File: config.mk
export PLATFORM = sky130hd
export DESIGN_NAME = radix_text_to_byte_decoder
export DESIGN_NICKNAME = d
export VERILOG_FILES = /design/src/hdl/rtbd_pkg.sv /design/src/hdl/rtbd_fifo.sv /design/src/hdl/rtbd_front.sv /design/src/hdl/rtbd_back.sv /design/src/hdl/radix_text_to_byte_decoder.sv
export SDC_FILE = /design/constraint.sdc
export NUM_CORES = 1
export LEC_CHECK = 0
export ABC_AREA = 0
export BUFFER_PORTS_ARGS = -buffer_cell sky130_fd_sc_hd__buf_2
export CORE_UTILIZATION = 35
export CTS_BUF_LIST = sky130_fd_sc_hd__clkbuf_4
export CTS_CLUSTER_SIZE = 24
export DETAILED_ROUTE_END_ITERATION = 16
export HOLD_SLACK_MARGIN = 0.05
export PLACE_DENSITY = 0.59
export SLEW_MARGIN = 40
export SYNTH_ARGS = -nofsm -noshare
export SYNTH_HDL_FRONTEND = slang
export SYNTH_SLANG_ARGS = --single-unit
File: constraint.sdc
create_clock -name i_clk -period 6.6 [get_ports i_clk]
set_clock_uncertainty 0.2 [all_clocks]
set_input_delay 1.32 -clock i_clk [delete_from_list [all_inputs] [get_ports i_clk]]
set_output_delay 1.32 -clock i_clk [all_outputs]
set_load 0.01 [all_outputs]
File: src/hdl/rtbd_pkg.sv
// Types, constants and symbol lookup for the radix text decoder.
package rtbd_pkg;

    localparam int QUEUE_DEPTH = 4;

    // alphabet_mode codes
    localparam logic [2:0] MODE_B64    = 3'd0;
    localparam logic [2:0] MODE_B64URL = 3'd1;
    localparam logic [2:0] MODE_B32    = 3'd2;
    localparam logic [2:0] MODE_B32HEX = 3'd3;
    localparam logic [2:0] MODE_B16    = 3'd4;

    // status codes
    localparam logic [1:0] STATUS_OK      = 2'd0;
    localparam logic [1:0] STATUS_INVALID = 2'd1;
    localparam logic [1:0] STATUS_BAD_LEN = 2'd2;

    localparam logic [7:0] CHAR_PAD = 8'h3D;  // '='
    localparam logic [7:0] CHAR_LF  = 8'h0A;
    localparam logic [7:0] CHAR_CR  = 8'h0D;

    typedef struct packed {
        logic [7:0] char_code;
        logic       last_char;
    } t_in_item;

    typedef struct packed {
        logic       byte_valid;
        logic [7:0] data_byte;
        logic       end_of_string;
        logic [1:0] status;
    } t_out_item;

    typedef enum logic [1:0] {
        SK_SKIP,
        SK_PAD,
        SK_BAD,
        SK_DATA
    } t_sym_kind;

    // Classified character handed from front to back.
    typedef struct packed {
        t_sym_kind  kind;
        logic [5:0] value;
        logic [2:0] width;     // bits per symbol: 6, 5 or 4
        logic [2:0] len_mask;  // count must be zero under this mask at end
        logic       last;
    } t_sym;

    // Returns {found, value}.
    function automatic logic [6:0] symbol_lookup(input logic [2:0] mode,
                                                 input logic [7:0] c);
        logic [6:0] res;
        res = 7'd0;
        unique case (mode)
            MODE_B64, MODE_B64URL: begin
                if (c >= "A" && c <= "Z")      res = {1'b1, 6'(c - 8'd65)};
                else if (c >= "a" && c <= "z") res = {1'b1, 6'(c - 8'd97 + 8'd26)};
                else if (c >= "0" && c <= "9") res = {1'b1, 6'(c - 8'd48 + 8'd52)};
                else if (mode == MODE_B64 && c == "+")    res = {1'b1, 6'h3E};
                else if (mode == MODE_B64 && c == "/")    res = {1'b1, 6'h3F};
                else if (mode == MODE_B64URL && c == "-") res = {1'b1, 6'h3E};
                else if (mode == MODE_B64URL && c == "_") res = {1'b1, 6'h3F};
            end
            MODE_B32: begin
                if (c >= "A" && c <= "Z")      res = {1'b1, 6'(c - 8'd65)};
                else if (c >= "2" && c <= "7") res = {1'b1, 6'(c - 8'd50 + 8'd26)};
            end
            MODE_B32HEX: begin
                if (c >= "0" && c <= "9")      res = {1'b1, 6'(c - 8'd48)};
                else if (c >= "A" && c <= "V") res = {1'b1, 6'(c - 8'd65 + 8'd10)};
            end
            MODE_B16: begin
                if (c >= "0" && c <= "9")      res = {1'b1, 6'(c - 8'd48)};
                else if (c >= "A" && c <= "F") res = {1'b1, 6'(c - 8'd65 + 8'd10)};
            end
            default: res = 7'd0;
        endcase
        return res;
    endfunction

endpackage

File: src/hdl/rtbd_fifo.sv
// Small register-based queue with push/full and pop/empty sides.
module rtbd_fifo
    import rtbd_pkg::*;
#(
    parameter int  DEPTH  = QUEUE_DEPTH,
    parameter type t_data = t_sym
) (
    input  logic  i_clk,
    input  logic  i_rst_n,
    input  logic  i_push,
    input  t_data i_data,
    output logic  o_full,
    input  logic  i_pop,
    output t_data o_data,
    output logic  o_empty
);
    localparam int PW = (DEPTH > 1) ? $clog2(DEPTH) : 1;
    localparam int CW = $clog2(DEPTH + 1);

    t_data          r_mem [DEPTH];
    logic [PW-1:0]  r_wr_ptr, r_rd_ptr;
    logic [CW-1:0]  r_count;
    logic           do_push, do_pop;

    assign o_full  = (r_count == CW'(DEPTH));
    assign o_empty = (r_count == '0);
    assign do_push = i_push && !o_full;
    assign do_pop  = i_pop && !o_empty;
    assign o_data  = r_mem[r_rd_ptr];

    always_ff @(posedge i_clk) begin
        if (!i_rst_n) begin
            r_wr_ptr <= '0;
            r_rd_ptr <= '0;
            r_count  <= '0;
        end else begin
            if (do_push) begin
                r_wr_ptr <= (r_wr_ptr == PW'(DEPTH - 1)) ? '0 : r_wr_ptr + 1'b1;
            end
            if (do_pop) begin
                r_rd_ptr <= (r_rd_ptr == PW'(DEPTH - 1)) ? '0 : r_rd_ptr + 1'b1;
            end
            if (do_push && !do_pop) begin
                r_count <= r_count + 1'b1;
            end else if (do_pop && !do_push) begin
                r_count <= r_count - 1'b1;
            end
        end
    end

    always_ff @(posedge i_clk) begin
        if (do_push) begin
            r_mem[r_wr_ptr] <= i_data;
        end
    end

endmodule

File: src/hdl/rtbd_front.sv
// Front end: classifies an incoming character under the current alphabet.
module rtbd_front
    import rtbd_pkg::*;
(
    input  logic [2:0] i_mode,
    input  t_in_item   i_item,
    output t_sym       o_sym
);
    logic [6:0] lookup;

    assign lookup = symbol_lookup(i_mode, i_item.char_code);

    always_comb begin
        o_sym.value    = lookup[5:0];
        o_sym.last     = i_item.last_char;
        o_sym.width    = 3'd4;
        o_sym.len_mask = 3'd0;
        unique case (i_mode)
            MODE_B64:    begin o_sym.width = 3'd6; o_sym.len_mask = 3'd0; end
            MODE_B64URL: begin o_sym.width = 3'd6; o_sym.len_mask = 3'd3; end
            MODE_B32:    begin o_sym.width = 3'd5; o_sym.len_mask = 3'd7; end
            MODE_B32HEX: begin o_sym.width = 3'd5; o_sym.len_mask = 3'd7; end
            MODE_B16:    begin o_sym.width = 3'd4; o_sym.len_mask = 3'd1; end
            default:     begin o_sym.width = 3'd4; o_sym.len_mask = 3'd0; end
        endcase

        if (i_mode == MODE_B64 &&
            (i_item.char_code == CHAR_CR || i_item.char_code == CHAR_LF)) begin
            o_sym.kind = SK_SKIP;
        end else if (i_mode <= MODE_B32HEX && i_item.char_code == CHAR_PAD) begin
            o_sym.kind = SK_PAD;
        end else if (!lookup[6]) begin
            o_sym.kind = SK_BAD;
        end else begin
            o_sym.kind = SK_DATA;
        end
    end

endmodule

File: src/hdl/rtbd_back.sv
// Back end: bit accumulator, padding/error tracking and length check.
module rtbd_back
    import rtbd_pkg::*;
(
    input  logic      i_clk,
    input  logic      i_rst_n,
    input  logic      i_take,
    input  t_sym      i_sym,
    output t_out_item o_result
);
    logic [6:0]  r_left,     n_left;
    logic [2:0]  r_left_cnt, n_left_cnt;
    logic        r_pad,      n_pad;
    logic        r_err,      n_err;
    logic [2:0]  r_cnt,      n_cnt;

    logic [13:0] acc;
    logic [3:0]  nsum, nrem;

    always_comb begin
        n_left     = r_left;
        n_left_cnt = r_left_cnt;
        n_pad      = r_pad;
        n_err      = r_err;
        n_cnt      = r_cnt;
        acc        = (14'(r_left) << i_sym.width) | 14'(i_sym.value);
        nsum       = 4'(r_left_cnt) + 4'(i_sym.width);
        nrem       = nsum;

        o_result               = '0;
        o_result.end_of_string = i_sym.last;

        if (i_sym.kind != SK_SKIP) begin
            n_cnt = r_cnt + 3'd1;
            case (i_sym.kind)
                SK_PAD: n_pad = 1'b1;
                SK_BAD: n_err = 1'b1;
                SK_DATA: begin
                    if (r_pad) begin
                        n_err = 1'b1;
                    end else if (!r_err) begin
                        if (nsum >= 4'd8) begin
                            nrem                = nsum - 4'd8;
                            o_result.byte_valid = 1'b1;
                            o_result.data_byte  = 8'(acc >> nrem);
                            acc                 = acc & ((14'd1 << nrem) - 14'd1);
                        end
                        n_left     = acc[6:0];
                        n_left_cnt = nrem[2:0];
                    end
                end
                default: ;
            endcase
        end

        o_result.status = n_err ? STATUS_INVALID : STATUS_OK;
        if (i_sym.last) begin
            if (!n_err && (n_cnt & i_sym.len_mask) != 3'd0) begin
                o_result.status = STATUS_BAD_LEN;
            end
            n_left     = '0;
            n_left_cnt = '0;
            n_pad      = 1'b0;
            n_err      = 1'b0;
            n_cnt      = '0;
        end
    end

    always_ff @(posedge i_clk) begin
        if (!i_rst_n) begin
            r_left     <= '0;
            r_left_cnt <= '0;
            r_pad      <= 1'b0;
            r_err      <= 1'b0;
            r_cnt      <= '0;
        end else if (i_take) begin
            r_left     <= n_left;
            r_left_cnt <= n_left_cnt;
            r_pad      <= n_pad;
            r_err      <= n_err;
            r_cnt      <= n_cnt;
        end
    end

endmodule

File: src/hdl/radix_text_to_byte_decoder.sv
// Top level of the base64/base32/base16 text-to-byte decoder.
// Decodes one character per transaction and returns exactly one result per
// character: an optional byte, an end-of-string flag and a status. Sustained
// rate is one character per clock while the result queue has room. A pushed
// character is written into the classify queue, then the back end takes it
// through the bit accumulator into the result queue, from which it can be
// popped. The back end stalls while the result queue is full. The
// accumulator's registered update is the one loop that fixes this rate.
// Write the alphabet mode only while no transaction is outstanding; each
// character is classified with the mode in force when it is pushed. When
// status reports an invalid character, bytes already delivered for that
// string should be dropped by the consumer.
module radix_text_to_byte_decoder
    import rtbd_pkg::*;
#(
    parameter int QUEUE_DEPTH_P = QUEUE_DEPTH
) (
    input  logic       i_clk,
    input  logic       i_rst_n,
    // character side
    input  logic       push,
    input  t_in_item   i_in,
    output logic       full,
    // result side
    input  logic       pop,
    output t_out_item  o_out,
    output logic       empty,
    // mode register write
    input  logic       i_cfg_valid,
    input  logic [2:0] i_cfg_data,
    output logic       o_cfg_ready
);
    logic [2:0] r_mode;

    t_sym       front_sym, mid_sym;
    logic       mid_empty;
    logic       res_full;
    logic       take;
    t_out_item  result;

    // Mode register, always writable.
    assign o_cfg_ready = 1'b1;

    always_ff @(posedge i_clk) begin
        if (!i_rst_n) begin
            r_mode <= MODE_B64;
        end else if (i_cfg_valid && o_cfg_ready) begin
            r_mode <= i_cfg_data;
        end
    end

    rtbd_front u_front (
        .i_mode (r_mode),
        .i_item (i_in),
        .o_sym  (front_sym)
    );

    // Classified characters wait here for the accumulator.
    rtbd_fifo #(
        .DEPTH  (QUEUE_DEPTH_P),
        .t_data (t_sym)
    ) u_mid_q (
        .i_clk   (i_clk),
        .i_rst_n (i_rst_n),
        .i_push  (push),
        .i_data  (front_sym),
        .o_full  (full),
        .i_pop   (take),
        .o_data  (mid_sym),
        .o_empty (mid_empty)
    );

    // Back end advances whenever a symbol waits and the result queue has room.
    assign take = !mid_empty && !res_full;

    rtbd_back u_back (
        .i_clk    (i_clk),
        .i_rst_n  (i_rst_n),
        .i_take   (take),
        .i_sym    (mid_sym),
        .o_result (result)
    );

    rtbd_fifo #(
        .DEPTH  (QUEUE_DEPTH_P),
        .t_data (t_out_item)
    ) u_res_q (
        .i_clk   (i_clk),
        .i_rst_n (i_rst_n),
        .i_push  (take),
        .i_data  (result),
        .o_full  (res_full),
        .i_pop   (pop),
        .o_data  (o_out),
        .o_empty (empty)
    );

endmodule

==> out/metrics.cfg <==
[die]
start_util=0.360
core_sq_um=21200
die_area_sq_um=22500
die-height_microns=150
rows=53
chipWidth_microns=150
ioPinCount=32

[clock_network]
cts_tree=done
clk_pin_slew_worst_paths_ns=0.11
cts-htree-levels=4
cts_resized=0
cts_buffers=17
post-cts-setup-buffer-count=0
cts_hold_buf=0
worstSkewPairLatency_ns=0.53
root_buffer=clkbuf_4
cts.path.max_buffers=2
clock-sinks=136

[placement]
dp_slack_ns=1.85
place_area_sq_um=8000
portBuffers=30
gp_congestion=0.924
dp_hpwl_microns=12400

[logic_synthesis]
synthCells=676
synth_area_per_cell_sq_um=11.3
synth.most_common_cell=edfxtp_1
ys_seq_area_frac=0.487
synth_warnings=0
syn_nets=730
ys_top_cells_by_count=edfxtp_1 (100), nand2_1 (55), dfxtp_1 (36)
synth.top_cell.area_share=0.393
synth_top_area_cell=edfxtp_1
synth_seq_cells=136
synth-async-reset-ratio=0
syn_area_sq_um=7650
synth-main-ff-cell=edfxtp_1
synthTopCellsByArea=edfxtp_1 (39%), dfxtp_1 (9.4%), mux4_2 (7.1%)
synth_edf_count=100
ys_types=71

[sta]
max_freq_mhz=224
setup_viol=0
rsz0062_at_grt=no
period_needed_ns=4.47
tightest_slew_ns=0.736
timing.hold.ws_ns=0.278
finalCritPeriodShare=0.678
finalSetupTns_ns=0
relSlewSlack=0.509
fin_ws_ns=2.13
finalHoldViolCount=0
final_max_slew_viol_count=0

[grt]
global_route.usage.met2=0.293
grt_overflow=0
antenna_found_initial=1
first_global_vias=5546
grtUsageMet3=0.0317
grt_usage=0.161
grt_pass1_wl_microns=28000
grt_start_max_net_pins=32
use_met1=0.180
top_usage_layer=met2

[final_layout]
drive_gt1_frac=0.154
seq_area_sq_um=3730
final_area_sq_um=8300
final_net_count=742
multi_input_area_sq_um=3640
fill_cells=2041
synthToLayoutAreaGrowth_pct=8.46

[critical_path]
critical-path-top-delay-family=adder cells
crit_slowest_cell=fa_1
crit_arrival_ns=4.74
required_ns=6.86
path_cells=buf_4 > mux4_2 > ha_1 > inv_1 > fa_1 > inv_1 > nor2_1 > nand3_1 > ha_1 > xor2_1 > o311ai_0 > a32oi_1 > nor2b_1
slowest_delay_ns=0.79
worstSetupStartpointType=flop
cp_num_buf_inv=3
crit_fanout=20
path_class=reg -> reg
worstSetupEndpointType=flop

[routing]
drtIter0Drc=377
wl_per_cell_microns=17.4
drtAntennaViolNets=0
route.vias.total=5380
wl_microns=17000
drc_errors=0
first_pass_iters=5
drt-vias-per-instance=5.51

[status]
status=complete, no violations

[worst_hold_path]
hold_class=reg -> reg

[power_and_ir_drop]
intPower_uw=1950
power_density_nw_per_um2=384
netSwitchingPower_uw=1240
power.share.clock=0.173
power_frac_seq=0.388
power_frac_comb=0.439
peakVddDrop_uv=117
leakage_uw=0.00290
p_sw_frac=0.390

[run]
drv_cap=0

-- worst paths after layout --
kind / startpoint / to / slack [ns] / depth (start not counted)
max: flop / u_back.r_left[6]$_SDFFE_PN0P_ / 2.13 / 13
min: u_back.r_pad$_SDFFE_PN0P_ / u_back.r_pad$_SDFFE_PN0P_ / 0.28 / 2
max reg2reg: flop / u_back.r_left[6]$_SDFFE_PN0P_ / 2.13 / 13
min reg2reg: u_back.r_pad$_SDFFE_PN0P_ / u_back.r_pad$_SDFFE_PN0P_ / 0.28 / 2
-- layout make-up --
cell class,count,area share
timing repair buffer,34,0.0217
clock inverter,14,0.0184
clock buffer,18,0.0163
multi-input combinational,469,0.439
sequential,136,0.449
inverter,30,0.0136
antenna,1,0.000302
tap,275,0.0415
-- power groups by stage --
stage                     registers [uW]  logic, uW  clock network [uW]
after CTS                           1240       1400                 567
after global routing                1260       1560                 605
final                               1240       1400                 551
after floorplan                     1190       1100                   0
after global placement              1240       1360                   0
after detailed placement            1260       1400                   0
-- per-stage QoR --
step	utilization	power, uW	std cells
3_3_place_gp	0.377	2610	944
2_1_floorplan	-	2300	676
5_1_grt	0.391	3430	977
4_1_cts	0.390	3210	976
3_5_place_dp	0.377	2660	944
6_report	0.391	3190	977
-- worst min-delay path, cell delays in order, from the launching register on --
cell and delay (ns):
dfxtp_1 0.34, a31oi_1 0.04, nor2_1 0.07
-- sequential cells by signal (all words and copies together) (netlist names), named ones only --
| signal | cells |
|---|---|
| u_mid_q.r_mem | 52 |
| u_res_q.r_mem | 48 |
| u_back.r_left | 7 |
| r_mode | 3 |
| u_back.r_cnt | 3 |
| u_back.r_left_cnt | 3 |
| u_mid_q.r_count | 3 |
| u_res_q.r_count | 3 |
| u_mid_q.r_rd_ptr | 2 |
| u_mid_q.r_wr_ptr | 2 |
| u_res_q.r_rd_ptr | 2 |
| u_res_q.r_wr_ptr | 2 |
| u_back.r_err | 1 |
| u_back.r_pad | 1 |
-- layer usage --
metal  routed length (microns)  vias to the layer above
met2                      8900                      137
met1                      7190                     2650
met4                       325                        0
met5                         0                        -
met3                       613                       35
li1                          -                     2558
-- logic make-up (layout without fill, tap and decap cells) --
family,Yosys count,count (layout),synth area share
compound gates,156,156,0.143
other cells,1,2,0.000490
mux,50,50,0.106
xor+xnor,24,24,0.0275
buf+inv,71,96,0.0383
fa+ha+maj,37,37,0.0635
simple gates,201,201,0.134
flops,136,136,0.487
-- cells in the final DEF (no fill, tap or decap), types with 4 or more instances in the layout --
| cell type | n |
|---|---|
| nand2b_1 | 12 |
| nand2_1 | 55 |
| o221ai_1 | 5 |
| edfxtp_1 | 100 |
| o31ai_1 | 4 |
| nor2_1 | 32 |
| buf_2 | 30 |
| a22oi_1 | 10 |
| mux2i_1 | 20 |
| a21oi_1 | 32 |
| nand3b_1 | 4 |
| xnor2_1 | 15 |
| o211ai_1 | 5 |
| xor2_1 | 8 |
| or3_1 | 8 |
| mux2_2 | 6 |
| nor2b_1 | 24 |
| clkinv_2 | 5 |
| o21ai_0 | 26 |
| a21boi_0 | 14 |
| o2111ai_1 | 5 |
| dfxtp_1 | 34 |
| and2_1 | 14 |
| nand3_1 | 16 |
| a32oi_1 | 4 |
| nor3_1 | 16 |
| buf_4 | 4 |
| ha_1 | 34 |
| clkbuf_4 | 18 |
| mux4_2 | 24 |
| a31oi_1 | 8 |
| inv_1 | 30 |
No activity file was read; power rests on OpenSTA's default activity.
